[config.mk]
export PLATFORM = sky130hd
export DESIGN_NAME = hid_boot_report_key_diff_top_flat
export DESIGN_NICKNAME = d
export VERILOG_FILES = /design/src/rtl/hbkd_pkg.sv /design/src/rtl/hbkd_in_if.sv /design/src/rtl/hbkd_out_if.sv /design/src/rtl/hid_boot_report_key_diff_top.sv /design/src/flat_wrapper.sv
export SDC_FILE = /design/constraint.sdc
export NUM_CORES = 1
export LEC_CHECK = 0
export ABC_AREA = 1
export BUFFER_PORTS_ARGS = -buffer_cell sky130_fd_sc_hd__buf_4
export CORE_MARGIN = 10
export CORE_UTILIZATION = 40
export CTS_CLUSTER_SIZE = 16
export DETAILED_ROUTE_END_ITERATION = 6
export SETUP_SLACK_MARGIN = 0.02
export SYNTH_ARGS = -nofsm -noshare
export SYNTH_HDL_FRONTEND = slang
export SYNTH_SLANG_ARGS = --single-unit
[constraint.sdc]
create_clock -name clk -period 6.15 [get_ports clk]
set_input_delay 1.5375 -clock clk [delete_from_list [all_inputs] [get_ports clk]]
set_output_delay 1.5375 -clock clk [all_outputs]
set_load 0.01 [all_outputs]
[src/rtl/hbkd_pkg.sv]
// hbkd_pkg: shared types and constants for the hid boot report key differ
// no dependencies; imported by the channel interfaces and the top level
`default_nettype none

package hbkd_pkg;

  typedef logic [7:0] code_t;
  typedef logic [6:0] len_t;

  localparam int unsigned MAX_SLOTS       = 6;
  localparam int unsigned KEY_SLOTS_DEF   = 6;
  localparam len_t        MIN_REPORT_LEN  = 7'd8;
  localparam code_t       ERR_LIMIT_RESET = 8'h03;
  localparam code_t       NO_MODIFIERS    = 8'h00;
  localparam logic        EV_PRESS        = 1'b0;
  localparam logic        EV_RELEASE      = 1'b1;

endpackage

`default_nettype wire

[src/rtl/hbkd_in_if.sv]
// hbkd_in_if: report request channel, valid/ready with the boot report fields
// depends on hbkd_pkg
`default_nettype none

interface hbkd_in_if import hbkd_pkg::*; ();
  logic  valid;
  logic  ready;
  len_t  report_length;
  code_t modifier_bits;
  code_t slot_code_0;
  code_t slot_code_1;
  code_t slot_code_2;
  code_t slot_code_3;
  code_t slot_code_4;
  code_t slot_code_5;

  modport source (
    output valid, report_length, modifier_bits,
           slot_code_0, slot_code_1, slot_code_2, slot_code_3, slot_code_4, slot_code_5,
    input  ready
  );
  modport sink (
    input  valid, report_length, modifier_bits,
           slot_code_0, slot_code_1, slot_code_2, slot_code_3, slot_code_4, slot_code_5,
    output ready
  );
endinterface

`default_nettype wire

[src/rtl/hbkd_out_if.sv]
// hbkd_out_if: key event request channel, valid/ready with the event fields
// depends on hbkd_pkg
`default_nettype none

interface hbkd_out_if import hbkd_pkg::*; ();
  logic  valid;
  logic  ready;
  code_t event_key;
  logic  event_release;
  code_t event_modifiers;
  logic  event_last;

  modport source (
    output valid, event_key, event_release, event_modifiers, event_last,
    input  ready
  );
  modport sink (
    input  valid, event_key, event_release, event_modifiers, event_last,
    output ready
  );
endinterface

`default_nettype wire

[src/rtl/hid_boot_report_key_diff_top.sv]
// hid_boot_report_key_diff_top: press/release differ for boot keyboard reports
// depends on hbkd_pkg, hbkd_in_if, hbkd_out_if
// path: input register, then event register; a busy event register stalls input
// throughput: a report holds the event register until its events (up to 2*KEY_SLOTS)
//   are all taken; reports with no events pass one per cycle
// reset: synchronous active low; held codes cleared, error limit set to 3
`default_nettype none

module hid_boot_report_key_diff_top import hbkd_pkg::*; #(
  parameter int unsigned KEY_SLOTS = KEY_SLOTS_DEF
) (
  input  wire logic  clk,
  input  wire logic  rst_n,
  input  wire logic  cfg_wr_en,
  input  wire code_t cfg_wr_data,
  hbkd_in_if.sink    in_ch,
  hbkd_out_if.source out_ch
);

  localparam int unsigned EV_N = 2 * KEY_SLOTS;

  // configuration
  code_t lim_r;

  // input register
  logic                        s1_valid_r;
  code_t                       s1_mods_r;
  logic [KEY_SLOTS-1:0][7:0]   s1_codes_r;

  // held codes of the last accepted report
  logic [KEY_SLOTS-1:0][7:0]   held_r;

  // event register: bit 2i is release of slot i, bit 2i+1 press of slot i
  logic [EV_N-1:0]             s2_mask_r;
  logic [KEY_SLOTS-1:0][7:0]   s2_rel_key_r;
  logic [KEY_SLOTS-1:0][7:0]   s2_prs_key_r;
  code_t                       s2_mods_r;

  logic [MAX_SLOTS-1:0][7:0]   fresh;
  logic [EV_N-1:0]             ev_mask;
  logic [EV_N-1:0]             lowest;
  logic                        in_fire;
  logic                        out_fire;
  logic                        out_last;
  logic                        s2_free;
  logic                        s1_go;
  logic                        s1_load;
  logic                        long_report;

  assign fresh[0] = in_ch.slot_code_0;
  assign fresh[1] = in_ch.slot_code_1;
  assign fresh[2] = in_ch.slot_code_2;
  assign fresh[3] = in_ch.slot_code_3;
  assign fresh[4] = in_ch.slot_code_4;
  assign fresh[5] = in_ch.slot_code_5;

  assign long_report = (in_ch.report_length >= MIN_REPORT_LEN);

  // compare the pending report against the held codes
  always_comb begin
    logic rel_hit;
    logic prs_hit;
    for (int i = 0; i < KEY_SLOTS; i++) begin
      rel_hit = 1'b0;
      prs_hit = 1'b0;
      for (int j = 0; j < KEY_SLOTS; j++) begin
        if (held_r[i] == s1_codes_r[j]) rel_hit = 1'b1;
        if (s1_codes_r[i] == held_r[j]) prs_hit = 1'b1;
      end
      ev_mask[2*i]   = (held_r[i] > lim_r) && !rel_hit;
      ev_mask[2*i+1] = (s1_codes_r[i] > lim_r) && !prs_hit;
    end
  end

  // next event to show is the lowest pending bit
  assign lowest   = s2_mask_r & (~s2_mask_r + EV_N'(1));
  assign out_last = ((s2_mask_r & ~lowest) == '0);

  always_comb begin
    out_ch.event_key       = '0;
    out_ch.event_release   = EV_PRESS;
    out_ch.event_modifiers = NO_MODIFIERS;
    for (int k = 0; k < KEY_SLOTS; k++) begin
      if (lowest[2*k]) begin
        out_ch.event_key       = s2_rel_key_r[k];
        out_ch.event_release   = EV_RELEASE;
        out_ch.event_modifiers = NO_MODIFIERS;
      end
      if (lowest[2*k+1]) begin
        out_ch.event_key       = s2_prs_key_r[k];
        out_ch.event_release   = EV_PRESS;
        out_ch.event_modifiers = s2_mods_r;
      end
    end
  end

  assign out_ch.valid      = (s2_mask_r != '0);
  assign out_ch.event_last = out_last;
  assign out_fire          = out_ch.valid && out_ch.ready;

  assign s2_free  = (s2_mask_r == '0) || (out_fire && out_last);
  // a report with no events only updates the held codes
  assign s1_go    = s1_valid_r && (s2_free || (ev_mask == '0));
  assign s1_load  = s1_go && (ev_mask != '0);

  assign in_ch.ready = !s1_valid_r || s1_go;
  assign in_fire     = in_ch.valid && in_ch.ready;

  always_ff @(posedge clk) begin
    if (!rst_n) begin
      lim_r <= ERR_LIMIT_RESET;
    end else if (cfg_wr_en) begin
      lim_r <= cfg_wr_data;
    end
  end

  // short reports are taken and dropped here
  always_ff @(posedge clk) begin
    if (!rst_n) begin
      s1_valid_r <= 1'b0;
    end else if (in_fire) begin
      s1_valid_r <= long_report;
    end else if (s1_go) begin
      s1_valid_r <= 1'b0;
    end
  end

  always_ff @(posedge clk) begin
    if (in_fire) begin
      s1_mods_r  <= in_ch.modifier_bits;
      s1_codes_r <= fresh[KEY_SLOTS-1:0];
    end
  end

  always_ff @(posedge clk) begin
    if (!rst_n) begin
      held_r <= '0;
    end else if (s1_go) begin
      held_r <= s1_codes_r;
    end
  end

  always_ff @(posedge clk) begin
    if (!rst_n) begin
      s2_mask_r <= '0;
    end else if (s1_load) begin
      s2_mask_r <= ev_mask;
    end else if (out_fire) begin
      s2_mask_r <= s2_mask_r & ~lowest;
    end
  end

  always_ff @(posedge clk) begin
    if (s1_load) begin
      s2_rel_key_r <= held_r;
      s2_prs_key_r <= s1_codes_r;
      s2_mods_r    <= s1_mods_r;
    end
  end

  // held codes move only when a pending report is consumed
  a_held_stable: assert property (@(posedge clk) disable iff (!rst_n)
    !s1_go |=> $stable(held_r))
    else $error("held codes changed without a consumed report");

  // a new event set never overwrites events still waiting
  a_load_free: assert property (@(posedge clk) disable iff (!rst_n)
    s1_load |-> ((s2_mask_r == '0) || (out_fire && out_last)))
    else $error("event register loaded while busy");

  // a pending report that cannot move stays pending
  a_s1_hold: assert property (@(posedge clk) disable iff (!rst_n)
    (s1_valid_r && !s1_go) |=> s1_valid_r)
    else $error("pending report lost");

endmodule

`default_nettype wire

[src/flat_wrapper.sv]
// flat-port wrapper written by rule: the top's interface ports become plain ports
module hid_boot_report_key_diff_top_flat import hbkd_pkg::*;
#(
  parameter int unsigned KEY_SLOTS = KEY_SLOTS_DEF
)
  (clk, rst_n, cfg_wr_en, cfg_wr_data, in_ch_valid, in_ch_report_length, in_ch_modifier_bits, in_ch_slot_code_0, in_ch_slot_code_1, in_ch_slot_code_2, in_ch_slot_code_3, in_ch_slot_code_4, in_ch_slot_code_5, in_ch_ready, out_ch_valid, out_ch_event_key, out_ch_event_release, out_ch_event_modifiers, out_ch_event_last, out_ch_ready);
  hbkd_in_if in_ch_i ();
  hbkd_out_if out_ch_i ();
  input  wire logic clk;
  input  wire logic rst_n;
  input  wire logic cfg_wr_en;
  input  wire code_t cfg_wr_data;
  input wire logic [$bits(in_ch_i.valid)-1:0] in_ch_valid;
  input wire logic [$bits(in_ch_i.report_length)-1:0] in_ch_report_length;
  input wire logic [$bits(in_ch_i.modifier_bits)-1:0] in_ch_modifier_bits;
  input wire logic [$bits(in_ch_i.slot_code_0)-1:0] in_ch_slot_code_0;
  input wire logic [$bits(in_ch_i.slot_code_1)-1:0] in_ch_slot_code_1;
  input wire logic [$bits(in_ch_i.slot_code_2)-1:0] in_ch_slot_code_2;
  input wire logic [$bits(in_ch_i.slot_code_3)-1:0] in_ch_slot_code_3;
  input wire logic [$bits(in_ch_i.slot_code_4)-1:0] in_ch_slot_code_4;
  input wire logic [$bits(in_ch_i.slot_code_5)-1:0] in_ch_slot_code_5;
  output wire logic [$bits(in_ch_i.ready)-1:0] in_ch_ready;
  output wire logic [$bits(out_ch_i.valid)-1:0] out_ch_valid;
  output wire logic [$bits(out_ch_i.event_key)-1:0] out_ch_event_key;
  output wire logic [$bits(out_ch_i.event_release)-1:0] out_ch_event_release;
  output wire logic [$bits(out_ch_i.event_modifiers)-1:0] out_ch_event_modifiers;
  output wire logic [$bits(out_ch_i.event_last)-1:0] out_ch_event_last;
  input wire logic [$bits(out_ch_i.ready)-1:0] out_ch_ready;
  assign in_ch_i.valid = in_ch_valid;
  assign in_ch_i.report_length = in_ch_report_length;
  assign in_ch_i.modifier_bits = in_ch_modifier_bits;
  assign in_ch_i.slot_code_0 = in_ch_slot_code_0;
  assign in_ch_i.slot_code_1 = in_ch_slot_code_1;
  assign in_ch_i.slot_code_2 = in_ch_slot_code_2;
  assign in_ch_i.slot_code_3 = in_ch_slot_code_3;
  assign in_ch_i.slot_code_4 = in_ch_slot_code_4;
  assign in_ch_i.slot_code_5 = in_ch_slot_code_5;
  assign in_ch_ready = in_ch_i.ready;
  assign out_ch_valid = out_ch_i.valid;
  assign out_ch_event_key = out_ch_i.event_key;
  assign out_ch_event_release = out_ch_i.event_release;
  assign out_ch_event_modifiers = out_ch_i.event_modifiers;
  assign out_ch_event_last = out_ch_i.event_last;
  assign out_ch_i.ready = out_ch_ready;
  hid_boot_report_key_diff_top #(.KEY_SLOTS(KEY_SLOTS)) u_core (.clk(clk), .rst_n(rst_n), .cfg_wr_en(cfg_wr_en), .cfg_wr_data(cfg_wr_data), .in_ch(in_ch_i), .out_ch(out_ch_i));
endmodule
After elaboration in Yosys (flattened, before gate mapping)
Cells that the tools add are included.
- add/subtract/negate cells: 1
- magnitude comparators: 13
- equal/unequal tests: 72
- mux-type cells: 111
- bitwise gates (word level): 4
- reduce and logical (&&, ||, !) cells: 40
- operators by type and width (cell ; count):
    equality test 8 bit ; 72
    2-to-1 mux 8 bit ; 23
    greater-than comparator 8 bit ; 12
    2-to-1 mux 1 bit ; 86
    logical NOT 12 bit ; 3
    AND 12 bit ; 2
    2-to-1 mux 12 bit ; 2
    NOT 12 bit ; 2
    nonzero test 12 bit ; 2
    logical AND 1 bit ; 17
    logical NOT 1 bit ; 13
    adder 12 x 1 -> 12 bit, second input constant ; 1
    greater-or-equal comparator 7 x 4 -> 1 bit, second input constant ; 1
    nonzero test 2 bit ; 2
    logical OR 1 bit ; 3
- bits in registers: 229
- input port bits: 76
- output and inout port bits: 20

Depth between registers and ports, before layout
Gate-level depths: netlist (run 1).
- depth in word-level cells: 15
- depth in mapped cells: 20

Worst setup path after synthesis (run 1)
No wires, ideal clock.
- path type: input to register
- start point: in out_ch_ready
- end point: reg u_core.s2_mods_r[0], enable pin
- library setup time: 0.458 ns
- arrival time: 4.285 ns
- setup slack: 1.407 ns
- stages: 7
- buffers on the path: 1
- path through: inv_1 -> nor2_1 -> nand3_1 -> nand2_2 -> buf_6 -> nand3_2 -> inv_1
- cells in the longest elaborated chain, start to end: 6
- ends and longest elaborated chain (element ; RTL line ; text):
    start, declared ; flat_wrapper.sv:28 ; input wire logic [$bits(out_ch_i.ready)-1:0] out_ch_ready;
    logical AND 1 bit ; hid_boot_report_key_diff_top.sv:99 ; assign out_fire = out_ch.valid && out_ch.ready;
    logical AND 1 bit ; hid_boot_report_key_diff_top.sv:101 ; assign s2_free = (s2_mask_r == '0) || (out_fire && out_last);
    logical OR 1 bit ; hid_boot_report_key_diff_top.sv:101 ;
    logical OR 1 bit ; hid_boot_report_key_diff_top.sv:103 ; assign s1_go = s1_valid_r && (s2_free || (ev_mask == '0));
    logical AND 1 bit ; hid_boot_report_key_diff_top.sv:103 ;
    logical AND 1 bit ; hid_boot_report_key_diff_top.sv:104 ; assign s1_load = s1_go && (ev_mask != '0);
    named net u_core.s1_load ; hid_boot_report_key_diff_top.sv:47 ; logic s1_load;
    end signal, assigned ; hid_boot_report_key_diff_top.sv:157 ; s2_mods_r <= s1_mods_r;
    end, declared ; hid_boot_report_key_diff_top.sv:37 ; code_t s2_mods_r;
The timed path passes the listed nets, and every way through them passes these cells.
A chain may end at the register's enable or synchronous reset.

Final worst setup path (run 1)
- start point: reg u_core.s2_mask_r[0]
- end point: out out_ch_event_modifiers[1]
- cells in the longest elaborated chain, start to end: 14
- ends and longest elaborated chain (element ; RTL line ; text):
    start, declared ; hid_boot_report_key_diff_top.sv:34 ; logic [EV_N-1:0] s2_mask_r;
    start signal, assigned ; hid_boot_report_key_diff_top.sv:147 ; s2_mask_r <= ev_mask;
    start signal, assigned ; hid_boot_report_key_diff_top.sv:149 ; s2_mask_r <= s2_mask_r & ~lowest;
    NOT 12 bit * ; hid_boot_report_key_diff_top.sv:76 ; assign lowest = s2_mask_r & (~s2_mask_r + EV_N'(1));
    adder 12 x 1 -> 12 bit * ; hid_boot_report_key_diff_top.sv:76 ;
    AND 12 bit * ; hid_boot_report_key_diff_top.sv:76 ;
    2-to-1 mux 8 bit ; hid_boot_report_key_diff_top.sv:89 ; if (lowest[2*k+1]) begin
    2-to-1 mux 8 bit ; hid_boot_report_key_diff_top.sv:84 ; if (lowest[2*k]) begin
    2-to-1 mux 8 bit ; hid_boot_report_key_diff_top.sv:89 ;
    2-to-1 mux 8 bit ; hid_boot_report_key_diff_top.sv:84 ;
    2-to-1 mux 8 bit ; hid_boot_report_key_diff_top.sv:89 ;
    2-to-1 mux 8 bit ; hid_boot_report_key_diff_top.sv:84 ;
    2-to-1 mux 8 bit ; hid_boot_report_key_diff_top.sv:89 ;
    2-to-1 mux 8 bit ; hid_boot_report_key_diff_top.sv:84 ;
    2-to-1 mux 8 bit ; hid_boot_report_key_diff_top.sv:89 ;
    2-to-1 mux 8 bit ; hid_boot_report_key_diff_top.sv:84 ;
    2-to-1 mux 8 bit * ; hid_boot_report_key_diff_top.sv:89 ;
    end, declared ; flat_wrapper.sv:26 ; output wire logic [$bits(out_ch_i.event_modifiers)-1:0] out_ch_event_modifiers;
Mark *: on every way between the ends. The rest lies on a longest branch, timed or not.

==> out/results.ini, run 1 <==
[status]
status=complete, no violations

[die]
die_w_um=214
die_height_um=214
start_util_pct=40.3
num_io_pins=96
die_area_um2=45800
row_count=71
core-area_um2=37400

[finish]
drive_gt1_share_pct=8.23
fill_cells=3695
area_growth_pct=11.1
design_area_um2=16800
fin_util_pct=44.8
final_nets=2096

[setup_path]
cp.arrival_ns=3.77
critPathBufInv=2
cp_max_fo=12
path_cells=clkinv_1 > a211o_1 > nor4_1 > nor2_1 > buf_4
slowest_stage=nor4_1
cp-start-kind=flop
cpLargestDelayFamily=simple AND/OR/NAND/NOR gates
cpPeakStageDelay_ns=0.89
cp-end-kind=primary output
worstSetupPathType=reg -> out
rrSetupSlack_ns=1.67
crit_required_ns=4.61

[global_route]
grt_pass1_vias=12500
overflow=0
antenna_found_initial=0
grtUsageTotal_pct=21.7
grt_max_degree=88
grt_pass1_wl_um=76600

[cts]
cts_hold_buffers=0
post_cts_buffers=0
root_buffer=clkbuf_16
htree_levels=1
insertion_delay_ns=0.54
post_cts_resized=0
clkSlewWorstSetupHoldPaths_ns=0.06
cts_tree=built
clockBufferDepth=3
numCtsBuffers=26
cts_sinks=229

[yosys]
syn_inst=1917
synth_top_area_share_pct=31.9
yosysMostFrequentCell=nand2_1
yosysTopAreaCell=edfxtp_1
avgSynthCellArea_um2=7.86
syn_area_um2=15100
synth_seq_cells=229
synth_nets=2089
seq_area_frac_synth_pct=41.0
synth_flop_cell=edfxtp_1
synthTopCellsByCount=577 x nand2_1, 178 x nor2_1, 160 x edfxtp_1
synth.area.top_cells=edfxtp_1 32%, nand2_1 14%, dfxtp_1 9.2%
synth-edff-count=160
synth_async_sr_flop_share_pct=0
ys_types=41
yosys_warnings=0

[timing]
rsz0062_at_grt=no
drv_slew=0
worst_pin_slew_ns=1.29
fmax_mhz=189
final.period_utilization_pct=86.2
hold_viol=0
layout_setup_ws_ns=0.846
slew_headroom_pct=13.6
setup_viol=0
fin_setup_tns_ns=0
min_period_ns=5.30
fin_skew_ns=0.0165

[place]
dp_slack_ns=1.48
io_buffers=92
place_congestion=0.922
hpwl_um=38300
postPlaceCellArea_um2=15900

[drt]
drtPass1Iterations=6
wl_per_cell_um=21.0
dr.first_iter.drc_count=1271
drc=0
viasPerCell=5.24
num_vias=12900
detail-route-antenna-nets=0
wl_um=51600

[min_path]
min_path_type=reg -> reg

[power_and_ir_drop]
peakVddDrop_v=0.000252
p_per_area_nw_per_um2=569
p_leak_uw=0.00718

[run]
cap_violations=0

-- area by class of cell --
| class | instances | area, um^2 | area share [%] |
|---|---|---|---|
| Tap cell | 511 | 639 | 3.82 |
| Multi-Input combinational cell | 1405 | 7670 | 45.8 |
| Clock buffer | 33 | 698 | 4.17 |
| Antenna cell | 1 | 2.50 | 0.0149 |
| Timing Repair Buffer | 102 | 778 | 4.65 |
| Clock inverter | 15 | 178 | 1.06 |
| Inverter | 160 | 603 | 3.60 |
| Sequential cell | 229 | 6190 | 36.9 |
-- placed cells by master, fill, tap and decap left out, types with 5 or more instances in the layout --
master / netlist / routed
clkbuf_1: 16 / 6
edfxtp_1: 160 / 160
nor2_1: 178 / 178
o2111ai_1: 6 / 6
xor2_1: 40 / 40
inv_1: 152 / 150
nor3_1: 8 / 7
clkinv_1: 1 / 5
a21oi_1: 124 / 124
xnor2_1: 137 / 137
o21ai_0: 83 / 83
a221oi_1: 7 / 7
clkbuf_16: 0 / 27
inv_2: 7 / 8
clkinv_2: 0 / 5
nand2_1: 577 / 577
dfxtp_1: 69 / 69
buf_4: 0 / 101
nand4_1: 50 / 50
ha_1: 96 / 96
nand3_1: 72 / 72
-- worst paths after layout --
check | from | to | cells after the start
hold reg to reg | u_core.s1_mods_r[5]$_DFFE_PP_ | u_core.s2_mods_r[5]$_DFFE_PP_ | 0
setup / recovery | u_core.s2_mask_r[0]$_SDFFE_PN0P_ | out_ch_event_modifiers[1] | 5
hold / removal | u_core.s1_mods_r[5]$_DFFE_PP_ | u_core.s2_mods_r[5]$_DFFE_PP_ | 0
setup reg to reg | u_core.s1_codes_r[28]$_DFFE_PP_ | u_core.s2_rel_key_r[10]$_DFFE_PP_ | 15
-- report_power, final --
| part | switching (uW) | internal [uW] |
|---|---|---|
| Clock | 630 | 970 |
| Combinational | 2860 | 1670 |
| Sequential | 1010 | 2390 |
-- routing by layer --
layer	track usage, %	part of all wire, %
met1	28.0	42
met2	34.9	46
met3	3.44	7.6
met4	10.3	4.7
met5	0	0
-- stage by stage --
stage	total power (uW)	hold WS [ns]	instances
2_1_floorplan	6300	0.400	1917
3_3_place_gp	7820	0.402	2407
3_5_place_dp	7910	0.410	2407
4_1_cts	9540	0.423	2455
5_1_grt	10200	0.434	2455
6_report	9530	0.423	2456
-- logic make-up (layout without fill, tap and decap cells) --
logic type	count (synthesis)	in the layout	share of synthesized area, %
AO/OA/AOI/OAI	230	230	8.13
AND/OR/NAND/NOR	901	901	24.3
buffers and inverters	283	310	8.17
flip-flops	229	229	41.0
other	0	1	0
adder cells (fa/ha/maj)	97	97	8.04
XOR/XNOR	177	177	10.3
-- worst reg2reg max path: cells and delay by family, from the launching register on --
family,cells,cell delay (ns)
flops,1,0.81
simple gates,12,1.93
buf+inv,3,1.36
-- sequential cells by signal (all words and copies together) (netlist names) --
name / count
u_core.s1_mods_r: 8
u_core.s1_codes_r: 48
u_core.s2_prs_key_r: 48
u_core.s2_mask_r: 12
u_core.s1_valid_r: 1
u_core.held_r: 48
u_core.lim_r: 8
u_core.s2_mods_r: 8
u_core.s2_rel_key_r: 48
Note: power is estimated with default switching activity, not from simulation.
==> run 2, diff against run 1 <==
clock period = 4.4 ns   (was 6.15 ns; I/O delays follow)
==> out/results.ini, run 2 (same netlist as run 1, synthesis figures left out) <==
[drt]
num_vias=13300  ; was 12.9k
drtPass1Iterations=6  ; unchanged
wl_um=53600  ; was 51600 um
viasPerCell=5.34  ; was 5.24
detail-route-antenna-nets=0  ; unchanged
drc=0  ; unchanged
dr.first_iter.drc_count=1347  ; was 1271
wl_per_cell_um=21.5  ; was 21.0 um

[cts]
htree_levels=1  ; unchanged
root_buffer=clkbuf_16  ; unchanged
insertion_delay_ns=0.54  ; about the same
cts_tree=built  ; unchanged
cts_sinks=229  ; unchanged
numCtsBuffers=26  ; unchanged
clockBufferDepth=3  ; unchanged
clkSlewWorstSetupHoldPaths_ns=0.06  ; about the same

[global_route]
overflow=0  ; unchanged
grtUsageTotal_pct=22.6  ; was 21.7%
grt_pass1_wl_um=79800  ; was 76600 um
grt_pass1_vias=12800  ; was 12.5k
antenna_found_initial=0  ; unchanged
grt_max_degree=57  ; was 88

[power_and_ir_drop]
clkPwrFrac_pct=15.3  ; was 16.8%
p_per_area_nw_per_um2=790  ; was 569 nW/um^2
peakVddDrop_v=0.000343  ; was 0.000252 V
sequentialPowerShare_pct=34.9  ; was 35.6%
p_int_uw=6990  ; was 5030 uW
switchingPower_uw=6450  ; was 4500 uW
swShare_pct=48.0  ; was 47.2%
comb_power_share_pct=49.8  ; was 47.6%
p_leak_uw=0.00736  ; was 0.00718 uW

[timing]
layout_setup_ws_ns=0.197  ; was 0.846 ns
final.period_utilization_pct=95.5
fin_setup_tns_ns=0  ; unchanged
min_period_ns=4.20
drv_slew=0  ; unchanged
setup_viol=0  ; unchanged
fin_skew_ns=0.0191  ; was 0.0165 ns
hold_viol=0  ; unchanged
rsz0062_at_grt=no  ; unchanged
worst_pin_slew_ns=1.22  ; was 1.29 ns
slew_headroom_pct=18.2  ; was 13.6%
fmax_mhz=238

[setup_path]
cpPeakStageDelay_ns=0.93  ; was 0.89 ns
crit_required_ns=3.30  ; was 4.61 ns
critPathBufInv=3  ; was 2
path_cells=nor2_2 > inv_2 > nor2_4 > nand2_1 > nor2_1 > inv_1 > nor2_2 > a211o_1 > nor4_1 > nor2_1 > buf_4  ; was clkinv_1 > a211o_1 > nor4_1 > nor2_1 > buf_4
cpLargestDelayFamily=simple AND/OR/NAND/NOR gates  ; unchanged
cp-end-kind=primary output  ; unchanged
cp.arrival_ns=3.10  ; was 3.77 ns
worstSetupPathType=reg -> out  ; unchanged
cp_max_fo=9  ; was 12
slowest_stage=nor4_1  ; unchanged
cp-start-kind=flop  ; unchanged

[die]
core-area_um2=37400  ; unchanged
die_w_um=214  ; unchanged
die_area_um2=45800  ; unchanged
die_height_um=214  ; unchanged
start_util_pct=40.3  ; unchanged
num_io_pins=96  ; unchanged
row_count=71  ; unchanged

[finish]
diodes=0  ; was 1
final_nets=2138  ; was 2096
layout_common_cells=577 x nand2_1, 175 x nor2_1, 160 x edfxtp_1  ; was 577 x nand2_1, 178 x nor2_1, 160 x edfxtp_1
drive_gt1_share_pct=10.6  ; was 8.23%
fill_cells=3703  ; was 3695
area_growth_pct=12.9  ; was 11.1%
layout_commonest_cell=nand2_1  ; unchanged

[status]
status=complete, no violations  ; unchanged

[place]
io_buffers=92  ; unchanged
dp_slack_ns=0.629  ; was 1.48 ns
hpwl_um=40200  ; was 38300 um
place_congestion=0.979  ; was 0.922

[run]
cap_violations=0  ; unchanged

[min_path]
min_path_type=reg -> reg  ; unchanged

==> run 2: timing repair <==
action	in CTS	in global routing
hold endpoints to repair	0	0
resized for setup	0	4
endpoints found under the setup margin	0	12
setup buffers	0	0
hold buffers	0	0
==> run 2: power groups by stage <==
| stage | clock, uW | sequential (uW) | combinational (uW) |
|---|---|---|---|
| floorplan | 0 | 3660 | 5150 |
| global placement | 0 | 4670 | 6500 |
| detailed placement | 0 | 4690 | 6620 |
| CTS | 2090 | 4650 | 6660 |
| global route | 2170 | 4770 | 7420 |
| finish | 2050 | 4690 | 6700 |
==> run 2: worst paths after layout <==
check,to,slack (ns),from,cells after the start
setup / recovery,out_ch_event_modifiers[1],0.20,u_core.s2_mask_r[0]$_SDFFE_PN0P_,11
hold reg to reg,u_core.s2_mods_r[1]$_DFFE_PP_,0.42,u_core.s1_mods_r[1]$_DFFE_PP_,0
hold / removal,u_core.s2_mods_r[1]$_DFFE_PP_,0.42,u_core.s1_mods_r[1]$_DFFE_PP_,0
setup reg to reg,u_core.s2_rel_key_r[9]$_DFFE_PP_,0.61,u_core.held_r[25]$_SDFFE_PN0N_,16
==> run 2: cell type report <==
class	count	area, um^2	area share, %
tap	511	639	3.76
sequential	229	6190	36.3
multi-input combinational	1405	7660	45.0
clock inverter	17	98.8	0.581
inverter	160	603	3.54
clock buffer	31	711	4.18
timing repair buffer	144	1120	6.57
==> run 2: worst register-to-register path, cell delays in order (launching register included) <==
cell	delay, ns
dfxtp_1	0.70
inv_1	0.28
nand2_1	0.13
nand2_1	0.05
nand2_1	0.08
nor2_1	0.05
nand2_1	0.09
nand3_1	0.08
nor2_1	0.23
nand2_1	0.24
nand2_1	0.11
nor2_1	0.04
nand3_1	0.09
buf_4	0.19
nand3_2	0.26
inv_4	0.50
buf_4	0.35
==> run 2: metrics by stage <==
| step | instance area, um^2 | utilization (%) | hold slack (ns) | power (uW) | std cells |
|---|---|---|---|---|---|
| 2_1_floorplan | 15100 | - | 0.400 | 8810 | 1917 |
| 3_3_place_gp | 16200 | 43.3 | 0.402 | 11200 | 2449 |
| 3_5_place_dp | 16200 | 43.3 | 0.405 | 11300 | 2449 |
| 4_1_cts | 17000 | 45.5 | 0.416 | 13400 | 2497 |
| 5_1_grt | 17000 | 45.5 | 0.424 | 14400 | 2497 |
| 6_report | 17000 | 45.5 | 0.419 | 13400 | 2497 |
==> run 2: metal layers <==
layer | global-route usage (%) | vias up | part of all wire (%)
li1 | - | 6336 | -
met1 | 29.9 | 6306 | 42
met2 | 36.6 | 592 | 46
met3 | 2.36 | 102 | 7.6
met4 | 10.4 | 0 | 4.4
met5 | 0 | - | 0
